File: src/design/sfc_pkg.sv
// shared types and constants for the sphere frustum cull block
package sfc_pkg;

	localparam int NumPlanesMax = 6;
	localparam int NumPlanesDef = 6;
	localparam int CoordW       = 16;
	localparam int RadW         = 15;
	localparam int MaskW        = 6;
	localparam int HintW        = 3;
	localparam int CfgIdxW      = 3;
	localparam int CfgW         = 64;
	localparam int CoefW        = 16;
	localparam int ProdW        = 2 * CoordW;
	localparam int FracW        = 14;
	localparam int AccW         = ProdW + 2;

	typedef enum logic [1:0] {
		CULL_INSIDE  = 2'd0,
		CULL_PARTIAL = 2'd1,
		CULL_OUTSIDE = 2'd2
	} verdict_t;

	typedef struct packed {
		logic outside;
		logic straddle;
	} plane_cls_t;

	typedef struct packed {
		logic [MaskW-1:0] outside;
		logic [MaskW-1:0] straddle;
	} cls_vec_t;

endpackage

File: src/design/sfc_resolve.sv
// combines the per-plane classes with mask and hint into one result
module sfc_resolve #(
	parameter int NUM_PLANES = sfc_pkg::NumPlanesDef
) (
	input  sfc_pkg::cls_vec_t          cls,
	input  logic [sfc_pkg::MaskW-1:0]  plane_mask,
	input  logic [sfc_pkg::HintW-1:0]  hint_plane,
	output sfc_pkg::verdict_t          verdict,
	output logic [sfc_pkg::MaskW-1:0]  partial_mask,
	output logic [sfc_pkg::HintW-1:0]  next_hint
);
	import sfc_pkg::*;

	logic [MaskW-1:0] tested;
	logic [MaskW-1:0] rej;
	logic [MaskW-1:0] strad;
	logic             hint_rej;
	logic             any_rej;
	logic [HintW-1:0] first_rej;

	always_comb begin
		for (int i = 0; i < MaskW; i++) begin
			tested[i] = plane_mask[i] && (i < NUM_PLANES);
		end
		rej   = cls.outside & tested;
		strad = cls.straddle & tested;
		hint_rej  = 1'b0;
		first_rej = '0;
		for (int i = MaskW - 1; i >= 0; i--) begin
			if (rej[i]) begin
				first_rej = HintW'(i);
			end
			if (rej[i] && hint_plane == HintW'(i)) begin
				hint_rej = 1'b1;
			end
		end
		any_rej = |rej;

		if (any_rej) begin
			verdict      = CULL_OUTSIDE;
			partial_mask = plane_mask;
			next_hint    = hint_rej ? hint_plane : first_rej;
		end else begin
			verdict      = (|strad) ? CULL_PARTIAL : CULL_INSIDE;
			partial_mask = strad;
			next_hint    = hint_plane;
		end
	end

endmodule

File: config.mk
export PLATFORM = sky130hd
export DESIGN_NAME = sfc_resolve
export DESIGN_NICKNAME = d
export VERILOG_FILES = /design/src/design/sfc_pkg.sv /design/src/design/sfc_resolve.sv
export SDC_FILE = /design/constraint.sdc
export NUM_CORES = 1
export LEC_CHECK = 0
export BUFFER_PORTS_ARGS = -buffer_cell sky130_fd_sc_hd__buf_4
export CAP_MARGIN = 20
export CORE_AREA = 3 3 40 42
export DETAILED_ROUTE_END_ITERATION = 12
export DIE_AREA = 0 0 43 45
export SLEW_MARGIN = 20
export SYNTH_ARGS = -nofsm -noshare
export SYNTH_HDL_FRONTEND = slang
export SYNTH_SLANG_ARGS = --single-unit
export TNS_END_PERCENT = 100
File: constraint.sdc
create_clock -name vclk -period 2.07
set_input_delay 0.414 -clock vclk [all_inputs]
set_output_delay 0.414 -clock vclk [all_outputs]
set_load 0.005 [all_outputs]
Yosys cells after proc, flatten, opt, wreduce, memory -nomap -nowiden
Index checks and enable logic that the tools add are counted.
Widths: inputs -> output; s select.
- register bits after elaboration: 0
- bits of input ports: 21
- output and inout bits: 11
- logic and storage cells: 33
- equality and inequality tests: 5
- mux-type cells: 17
- bitwise gates (word level): 2
- reductions and logical operators: 9
- operators with widths (operator ; number):
    $mux 3 ; 8
    $and 6x6->6 ; 2
    $reduce_or 6->1 ; 2
    $mux 1 ; 7
    $eq 3x2->1 const B ; 2
    $eq 3x3->1 const B ; 2
    $logic_and 1x1->1 ; 6
    $mux 6 ; 1
    $eq 3x1->1 const B ; 1
    $logic_not 3->1 ; 1
    $mux 2 ; 1

Logic depth before layout (Yosys ltp)
- depth after elaboration: 10
- depth in mapped cells: 6
- mapped depth without buffers: 5

Worst setup path before layout
OpenSTA, ideal clock, no wires.
- path kind: input -> output
- start point: input port cls[7] (netlist bit)
- end point: output port next_hint[0] (netlist bit)
- arrival time: 1.494 ns
- data required time: 1.656 ns
- slack: 0.162 ns
- stages: 4
- path buffers: 0
- cell sequence: nand2_1 mux4_2 o211ai_2 mux2_2
- word-level cells in the longest chain between the ends: 6
- elaborated cells between the ends (all ways): 9
- those cells by class: mux: 6; bitwise: 1; reduce/logical: 2
- RTL lines (what ; RTL line ; source):
    start, declared ; sfc_resolve.sv:5 ; input sfc_pkg::cls_vec_t cls,
    $and 6x6->6 (*) ; sfc_resolve.sv:25 ; rej = cls.outside & tested;
    $logic_and 1x1->1 ; sfc_resolve.sv:33 ; if (rej[i] && hint_plane == HintW'(i)) begin
    $mux 1 (2 in series) ; sfc_resolve.sv:33 ;
    $mux 3 ; sfc_resolve.sv:42 ; next_hint = hint_rej ? hint_plane : first_rej;
    $mux 3 (*) ; sfc_resolve.sv:39 ; if (any_rej) begin
    end, declared ; sfc_resolve.sv:10 ; output logic [sfc_pkg::HintW-1:0] next_hint
Mark *: on every way between the ends. The rest lies on a longest branch, timed or not.

Worst setup path in the final report
- start point: input port cls[11] (netlist bit)
- end point: output port next_hint[0] (netlist bit)
- word-level cells in the longest chain between the ends: 10
- elaborated cells between the ends (all ways): 17
- those cells by class: mux: 14; bitwise: 1; reduce/logical: 2
- RTL lines (what ; RTL line):
    $and 6x6->6 (*) ; sfc_resolve.sv:25
    $logic_and 1x1->1 ; sfc_resolve.sv:33
    $mux 1 (6 in series) ; sfc_resolve.sv:33
    $mux 3 ; sfc_resolve.sv:42
    $mux 3 (*) ; sfc_resolve.sv:39
Marks and branches as above.

==> run metrics <==
# setup viols final=2; post-route ant nets=0; footprint of the multi-input gates=279.0 um^2; simple-gate share of the synthesized area=0.2857; Setup crit start=cls[11]; Post-Syn Nets=56; first-pass detailed-route iteration total=4; Initial Util=0.1908; seq_cells=0; fillers=129; Final period util=1.015; Leak=0.0003420 uW; Slew HR=0.8619; Crit Path Max Fanout=3; Residual DRC=0; largest family of logic cells by synthesized area=compound AO/OA/AOI/OAI gates; # nets final=100; area growth from synthesis to layout=176.0%; post-synthesis cell type count=17; Critical Path RT=1660 ps; Max Cap Viol=0; Critical Path End=next_hint[0]; worst-path cell chain=buf_8 -> nand2_4 -> mux4_2 -> o211ai_4 -> mux2_4 -> buf_6; Synth top area share=0.1837; dpl hpwl=908.6 um; Startpoint Class=input pin; Final Hold Viols=0; crit path buf inv count=2; share of synthesized area spent on multiplexers=0.1837; Pwr Total=165.1 uW; crit path max-delay cell type=mux4_2; VDD IR max=0.1337 mV; RSZ-0062 raised after global routing=yes; DR WL/cell=12.18 um; worst setup margin=-31.21 ps; vias per cell=4.739; initial antenna violation count=0; Post-DP Area=551.8 um^2; row cnt=13; Gate Count Post-Synth=35; Global Route Usage Sum=0.1246; die area=1935 um^2; core footprint=1285 um^2; Synth Area in Compound Gates=0.4796; height of the die=45 um; Slew Limit Fails=0; PwrDens=243.9 nW/um^2; grt total ovfl=0; outcome=finished with violations; Detailed Route Iter0 Violations=4; Synthesis Warnings=0; Crit path max-delay family=multiplexers; adder-cell share of the synthesized area=0; drt total wl=1.121 mm; CP Data Arrival Time=1690 ps; fmax=475.9 MHz; Setup Crit Path Kind=in -> out; Die W=43 um; Synth Area in XOR/XNOR=0; Mean Syn Cell Area=7.007 um^2; Sequential Area=0 um^2; hold crit path type=in -> out; failing checks=setup timing; first-pass GRT wire length=1.911 mm; Fin Hold WS=1120 ps; most frequent cell after synthesis=nand2_1; setup TNS=-59.44 ps; hold_sp=cls[5]; share of layout cells above drive strength 1=0.6753; Least-Margin Pin Slew=206.1 ps; largest net degree at the start of global routing=10; Ant. Diodes=0; top cells by count, synth=nand2_1, o21a_1, a22oi_1, mux2_2, nand3_1; sequential area share after synthesis=0; CP Depth=6; top post-synthesis cells by area=o21a_1, nand2_1, a22oi_1; vias in the first global route=440; PortBufs=32; vias after detailed routing=436; Max stage delay on crit path=490 ps; dominant cell type by area after synthesis=o21a_1; io pins=32; crit end category=output port; min Tclk post-route=2101 ps; Post-Syn Area=245.2 um^2; CLK BUF=0; cell area after layout=676.9 um^2; RePlAce Congestion=0.8276
-- cell usage in the layout, fill, tap and decap left out --
cell / Yosys / routed
a21boi_0: 1 / 1
a22oi_1: 3 / 3
a31oi_1: 1 / 1
a32o_1: 1 / 1
buf_4: 1 / 33
buf_6: 0 / 9
buf_8: 0 / 2
mux2_4: 0 / 2
mux4_2: 1 / 1
nand2_1: 10 / 6
nand2_4: 0 / 4
nand3_1: 2 / 2
nand3b_1: 1 / 1
nand4bb_1: 1 / 1
nor2_1: 1 / 1
o211ai_4: 0 / 1
o21a_1: 6 / 6
o21ai_0: 1 / 1
o2bb2ai_1: 1 / 1
-- cell type report --
class              instances  area share
well taps                 15     0.02773
repair buffers            44      0.5601
multi-input cells         33      0.4122
-- logic make-up (layout without fill, tap and decap cells) --
group           Yosys count  in the layout
compound gates           15             15
buf+inv                   2             44
simple gates             15             15
mux                       3              3
-- layer usage --
| layer | track usage | wire length [um] | share of wire |
|---|---|---|---|
| met5 | 0 | 0 | 0 |
| met1 | 0.1746 | 479 | 0.43 |
| met3 | 0.01195 | 91 | 0.081 |
| met4 | 0 | 0 | 0 |
| met2 | 0.2216 | 550 | 0.49 |
-- metrics by stage --
step / utilization / worst slack [ps] / instances
2_1_floorplan: - / 161.8 / 35
3_3_place_gp: 0.4294 / -96.14 / 88
3_5_place_dp: 0.4294 / -110.2 / 88
4_1_cts: 0.5054 / -61.13 / 91
5_1_grt: 0.5268 / -82.82 / 92
6_report: 0.5268 / -31.21 / 92
-- power by group --
| part | switching [uW] | total, uW | internal, uW |
|---|---|---|---|
| clock | 0 | 0 | 0 |
| combinational | 58.0 | 165 | 107 |
| sequential | 0 | 0 | 0 |
-- worst min path at each step --
stage          cells past startpoint               to
5_1_grt                            3  partial_mask[0]
6_report                           3  partial_mask[5]
2_1_floorplan                      1  partial_mask[0]
3_3_place_gp                       3  partial_mask[5]
3_5_place_dp                       3  partial_mask[0]
4_1_cts                            3  partial_mask[2]
-- repair_timing --
action,CTS,global route
endpoints found under the setup margin,2,4
gates resized for setup,19,5
hold endpoints to repair,0,0
pin swaps,5,4
buffers inserted,3,1
cloned,0,0
hold buffers,0,0
(Power assumes the default switching activity.)
