### src/design/sfc_pkg.sv
// shared types and constants for the sphere frustum cull block
package sfc_pkg;

	localparam int NumPlanesMax = 6;
	localparam int NumPlanesDef = 6;
	localparam int CoordW       = 16;
	localparam int RadW         = 15;
	localparam int MaskW        = 6;
	localparam int HintW        = 3;
	localparam int CfgIdxW      = 3;
	localparam int CfgW         = 64;
	localparam int CoefW        = 16;
	localparam int ProdW        = 2 * CoordW;
	localparam int FracW        = 14;
	localparam int AccW         = ProdW + 2;

	typedef enum logic [1:0] {
		CULL_INSIDE  = 2'd0,
		CULL_PARTIAL = 2'd1,
		CULL_OUTSIDE = 2'd2
	} verdict_t;

	typedef struct packed {
		logic outside;
		logic straddle;
	} plane_cls_t;

	typedef struct packed {
		logic [MaskW-1:0] outside;
		logic [MaskW-1:0] straddle;
	} cls_vec_t;

endpackage

### src/design/sfc_plane_eval.sv
// one plane: products in the first stage, sum and radius compare in the second
module sfc_plane_eval (
	input  logic                              clk,
	input  logic                              en_s1,
	input  logic                              en_s2,
	input  logic [sfc_pkg::CfgW-1:0]          coeffs,
	input  logic signed [sfc_pkg::CoordW-1:0] center_x,
	input  logic signed [sfc_pkg::CoordW-1:0] center_y,
	input  logic signed [sfc_pkg::CoordW-1:0] center_z,
	input  logic [sfc_pkg::RadW-1:0]          radius_s1,
	output sfc_pkg::plane_cls_t               cls_s2
);
	import sfc_pkg::*;

	logic signed [CoefW-1:0] coef_a, coef_b, coef_c;
	logic signed [ProdW-1:0] prod_a_s1, prod_b_s1, prod_c_s1;
	logic [CoefW-1:0]        d_s1;
	logic signed [AccW-1:0]  sdist;
	logic signed [AccW-1:0]  rad;
	plane_cls_t              cls;

	assign coef_a = coeffs[CoefW-1:0];
	assign coef_b = coeffs[2*CoefW-1:CoefW];
	assign coef_c = coeffs[3*CoefW-1:2*CoefW];

	always_ff @(posedge clk) begin
		if (en_s1) begin
			prod_a_s1 <= coef_a * center_x;
			prod_b_s1 <= coef_b * center_y;
			prod_c_s1 <= coef_c * center_z;
			d_s1      <= coeffs[4*CoefW-1:3*CoefW];
		end
	end

	always_comb begin
		sdist = {{(AccW-ProdW){prod_a_s1[ProdW-1]}}, prod_a_s1}
			+ {{(AccW-ProdW){prod_b_s1[ProdW-1]}}, prod_b_s1}
			+ {{(AccW-ProdW){prod_c_s1[ProdW-1]}}, prod_c_s1}
			+ {{(AccW-CoefW-FracW){d_s1[CoefW-1]}}, d_s1, {FracW{1'b0}}};
		rad = {{(AccW-RadW-FracW){1'b0}}, radius_s1, {FracW{1'b0}}};
		cls.outside  = sdist < -rad;
		cls.straddle = !cls.outside && (sdist < rad);
	end

	always_ff @(posedge clk) begin
		if (en_s2) begin
			cls_s2 <= cls;
		end
	end

endmodule

### config.mk
export PLATFORM = sky130hd
export DESIGN_NAME = sfc_plane_eval
export DESIGN_NICKNAME = d
export VERILOG_FILES = /design/src/design/sfc_pkg.sv /design/src/design/sfc_plane_eval.sv
export SDC_FILE = /design/constraint.sdc
export NUM_CORES = 2
export LEC_CHECK = 0
export ABC_AREA = 1
export BUFFER_PORTS_ARGS = -buffer_cell sky130_fd_sc_hd__buf_2
export CAP_MARGIN = 20
export CORE_MARGIN = 10
export CORE_UTILIZATION = 50
export CTS_CLUSTER_DIAMETER = 150
export DETAILED_ROUTE_END_ITERATION = 10
export HOLD_SLACK_MARGIN = 0.02
export MAX_ROUTING_LAYER = met4
export PLACE_DENSITY_LB_ADDON = 0.12
export SLEW_MARGIN = 20
export SYNTH_ARGS = -nofsm -noshare
export SYNTH_HDL_FRONTEND = slang
export SYNTH_SLANG_ARGS = --single-unit
### constraint.sdc
create_clock -name clk -period 7.4 [get_ports clk]
set_clock_uncertainty 0.05 [all_clocks]
set_input_delay 0.37 -clock clk [delete_from_list [all_inputs] [get_ports clk]]
set_output_delay 0.37 -clock clk [all_outputs]
set_load 0.005 [all_outputs]
# After elaboration in Yosys (flattened, before gate mapping)
# Index checks and enable logic that the tools add are counted.
# Widths: inputs -> output; s select.
dict set report totals {
  ramBits 0
  latch_bits 0
  out_inout_bits 2
  input_bits 130
  reg_bits 114
  word_cells 17
  memories 0
  mem_bits_ro 0
}
dict set report classes {
  shift 0
  div 0
  mul 3
  eq_ne 0
  add_sub_neg 4
  n_lt_le_gt_ge 2
  reduce_logical 2
  muxes 0
  n_bitwise 0
}
# operator count
set ops {}
lappend ops {{$mul 16x16->32} 3}
lappend ops {{$add 33x32->34} 1}
lappend ops {{$add 34x34->34} 1}
lappend ops {{$lt 34x30->1} 1}
lappend ops {{$lt 34x34->1} 1}
lappend ops {{$neg 29->34} 1}
lappend ops {{$add 32x32->33} 1}
lappend ops {{$logic_and 1x1->1} 1}
lappend ops {{$logic_not 1->1} 1}

# Longest topological paths before layout
dict set report logic_depth {
  ltp_word 6
  mapped_depth 32
  ltp_nobuf 32
}

# Least setup slack after synthesis
# OpenSTA, ideal clock, no wires.
dict set report synth_timing {
  kind {input to register}
  from {input port center_y[5] in the netlist's numbering}
  to {register prod_b_s1[31], data pin}
  setup_time_ns 0.265
  path_stages 21
  required_time_ns 7.085
  path_slack_ns 1.620
  arrival_ns 5.465
  path_cell_list {clkbuf_1 > clkbuf_1 > nand2_1 > fa_1 > inv_1 > fa_1 > fa_1 > fa_1 > fa_1 > inv_1 > fa_1 > inv_1 > ha_1 > nand2_1 > nor2_1 > inv_1 > nor2_1 > nor2_1 > or2_2 > o211ai_1 > xor2_1}
}
dict set report synth_via {
  elab_chain_len 1
}
# element line_no
set synth_lines {}
lappend synth_lines {{start, declared} sfc_plane_eval.sv:8} ;# input logic signed [sfc_pkg::CoordW-1:0] center_y,
lappend synth_lines {{$mul 16x16->32} sfc_plane_eval.sv:29} ;# prod_b_s1 <= coef_b * center_y;
lappend synth_lines {{end signal, assigned} sfc_plane_eval.sv:29}
lappend synth_lines {{end, declared} sfc_plane_eval.sv:16} ;# logic signed [ProdW-1:0] prod_a_s1, prod_b_s1, prod_c_s1;
# Every way passes these cells.
# A chain may end at the register's enable or synchronous reset.

# Worst setup path in the final report
dict set report layout_timing {
  from {input port coeffs[7] in the netlist's numbering}
  to {register prod_a_s1[27], data pin}
}
dict set report layout_via {
  elab_chain_len 1
}
# element line_no
set layout_lines {}
lappend layout_lines {{start, declared} sfc_plane_eval.sv:6} ;# input logic [sfc_pkg::CfgW-1:0] coeffs,
lappend layout_lines {{$mul 16x16->32} sfc_plane_eval.sv:28} ;# prod_a_s1 <= coef_a * center_x;
lappend layout_lines {{end signal, assigned} sfc_plane_eval.sv:28}
lappend layout_lines {{end, declared} sfc_plane_eval.sv:16}
# Every way passes these cells.

==> results.toml <==
[logic_synthesis]
yosysWarnings = 0
synth_top_area_cell = "fa_1"
synth_compound_area_share_pct = 3.796
seq_area_frac_synth_pct = 8.786
synth_cell_type_count = 44
synth_commonest_cells = "inv_1, nand2_1, fa_1"
synthAdderAreaFrac_pct = 53.47
ys_async_sr_fraction_pct = 0
netlist_instances = 4788
yosysMostFrequentCell = "inv_1"
synth.area.mux_share_pct = 0
syn-cell-area_mm2 = 0.03896
synth_top_area_share_pct = 43.00
synth.area.top_cells = "fa_1, inv_1, nand2_1"
ys_ff_latch = 114
syn_nets = 6081
synth-edff-count = 114
synth_ff_type = "edfxtp_1"
synth_simple_gate_area_share_pct = 14.41
postSynthAreaPerCell_um2 = 8.138
synth_top_family_by_area = "adder cells"
synth-xor-area-share_pct = 2.990

[timing]
tns_ns = 0
tightest_slew_ns = 0.7650
slew_violations = 0
period_minus_slack_ns = 5.972
finalHoldViolCount = 0
relSlewSlack_pct = 49.00
fin_crit_sh_pct = 80.70
timing.fmax_mhz = 167.4
rsz0062_at_grt = "false"
setup_viol = 0

[place]
gp_congestion = 0.9201
port_buffers = 131
dp_hpwl_mm = 80.41
dp.cells = 5789

[worst_setup_path]
arrival_ns = 6.10
cp_max_fo = 16
critPathLaunchType = "primary input"
cp.required_ns = 7.53
cp-end-kind = "flip-flop"
worst-setup-path-type = "in -> reg"

[drt]
viasPerCell = 4.849
dr.pass1.iters = 8
drc = 0
ant_nets = 0
drt_iter0_markers = 1768
routed_wirelength_mm = 92.11
wl_per_cell_um = 15.82
vias = 28230

[status]
status = "completed"

[global_route]
grt_pass1_wl_mm = 156.1
grt_max_degree = 61
antenna_found_initial = 1
grt_pass1_vias = 29850
grtUsageTotal_pct = 22.11
grt-ovfl-total = 0

[clock_network]
cts_htree_levels = 4
cts_tree = "done"
clock_path_buffers = 2
cts_buffers = 17
hold_buffers = 0
cts_sinks = 114
post_cts.repair.setup_buffers = 0
clock_latency_ns = 0.43
clk_pin_slew_ns = 0.06
cts-root-buf = "clkbuf_16"
ctsResizeCount = 0

[cells_and_area]
instances_no_fill = 5822
layout-drive-gt1-share_pct = 4.371
layout.nets = 6061
syn2layout_area_growth_pct = 4.833

[floorplanning]
die_h_um = 299.2
die-area_mm2 = 0.08950
rows = 102
num_io_pins = 132
initial_core_util_pct = 50.38
die_w_um = 299.2
core_area_mm2 = 0.07734

[worst_hold_path]
hp-class = "in -> reg"

[job]
drv.max_cap_violation_count = 0
-- placed cells by master (no fill, tap or decap), types with 17 or more instances in the layout --
cell type,instances
buf_2,130
fa_1,837
nand3_1,67
xor2_1,80
clkbuf_16,17
nand2_1,1092
nor3_1,21
edfxtp_1,114
xnor2_1,53
a21o_1,17
nand4_1,20
ha_1,326
inv_1,1544
a21oi_1,112
o21ai_0,50
nor2_1,169
-- state kept, by name, summed over array words and instances (netlist names) --
signal     cells
cls_s2         2
d_s1          16
prod_a_s1     32
prod_c_s1     32
prod_b_s1     32
-- metrics by stage --
| stage | setup WS [ns] | cell area (um^2) | util [%] | hold WS, ns |
|---|---|---|---|---|
| finish | 1.428 | 40850 | 52.82 | 0.07009 |
| global route | 1.088 | 40850 | 52.82 | 0.05195 |
| CTS | 1.452 | 40850 | 52.81 | 0.04486 |
| detailed placement | 1.008 | 40300 | 52.11 | 0.4993 |
| global placement | 0.9538 | 40300 | 52.11 | 0.4978 |
| floorplan | 1.620 | 38960 | - | 0.4189 |
-- worst paths after layout --
| path | startpoint | to | slack, ns | cells past startpoint |
|---|---|---|---|---|
| worst max register to register | prod_b_s1[15] | cls_s2[0] | 2.74 | 29 |
| worst max-delay path | coeffs[7] | prod_a_s1[27] | 1.43 | 24 |
| worst min-delay path | coeffs[56] | d_s1[8] | 0.07 | 1 |
| worst min register to register | d_s1[15] | cls_s2[0] | 1.44 | 8 |
-- worst max-delay path, cell delays in order --
cell,delay [ns]
buf_2,0.32
nand2_1,0.14
fa_1,0.55
inv_1,0.05
fa_1,0.51
inv_1,0.06
fa_1,0.53
inv_1,0.05
fa_1,0.47
fa_1,0.50
inv_1,0.05
fa_1,0.47
inv_1,0.04
ha_1,0.34
nand2_1,0.09
inv_1,0.08
nand3_1,0.11
nor3_1,0.51
nand4_1,0.23
nand3_1,0.23
a21o_2,0.18
nand2_1,0.07
nand3_1,0.07
nand2_1,0.06
-- layer usage --
metal / track usage (%) / up-vias / part of all wire (%)
met5: - / - / 0
li1: - / 13540 / -
met1: 32.57 / 14030 / 49
met2: 34.20 / 600 / 45
met3: 1.831 / 62 / 4.3
met4: 2.429 / 0 / 0.89
-- logic make-up (layout without fill, tap and decap cells) --
group / after synthesis / count (layout)
xor gates and xnor gates: 133 / 133
adders and majority gates: 1163 / 1163
AOI/OAI and AO/OA: 249 / 249
buffers and inverters: 1718 / 1711
DFF: 114 / 114
and+or+nand+nor: 1411 / 1411
other: 0 / 1
-- layout make-up --
type | instances | area [um^2]
tap | 1040 | 1301
multi-input combinational | 2956 | 29090
fill | 7498 | 36490
timing repair buffer | 135 | 688.2
clock inverter | 14 | 115.1
sequential | 114 | 3423
clock buffer | 18 | 429.2
inverter | 1544 | 5796
antenna | 1 | 2.502
Power is not shown: default switching activity piles up to over one toggle a cycle in this logic, so the estimate is an artifact.
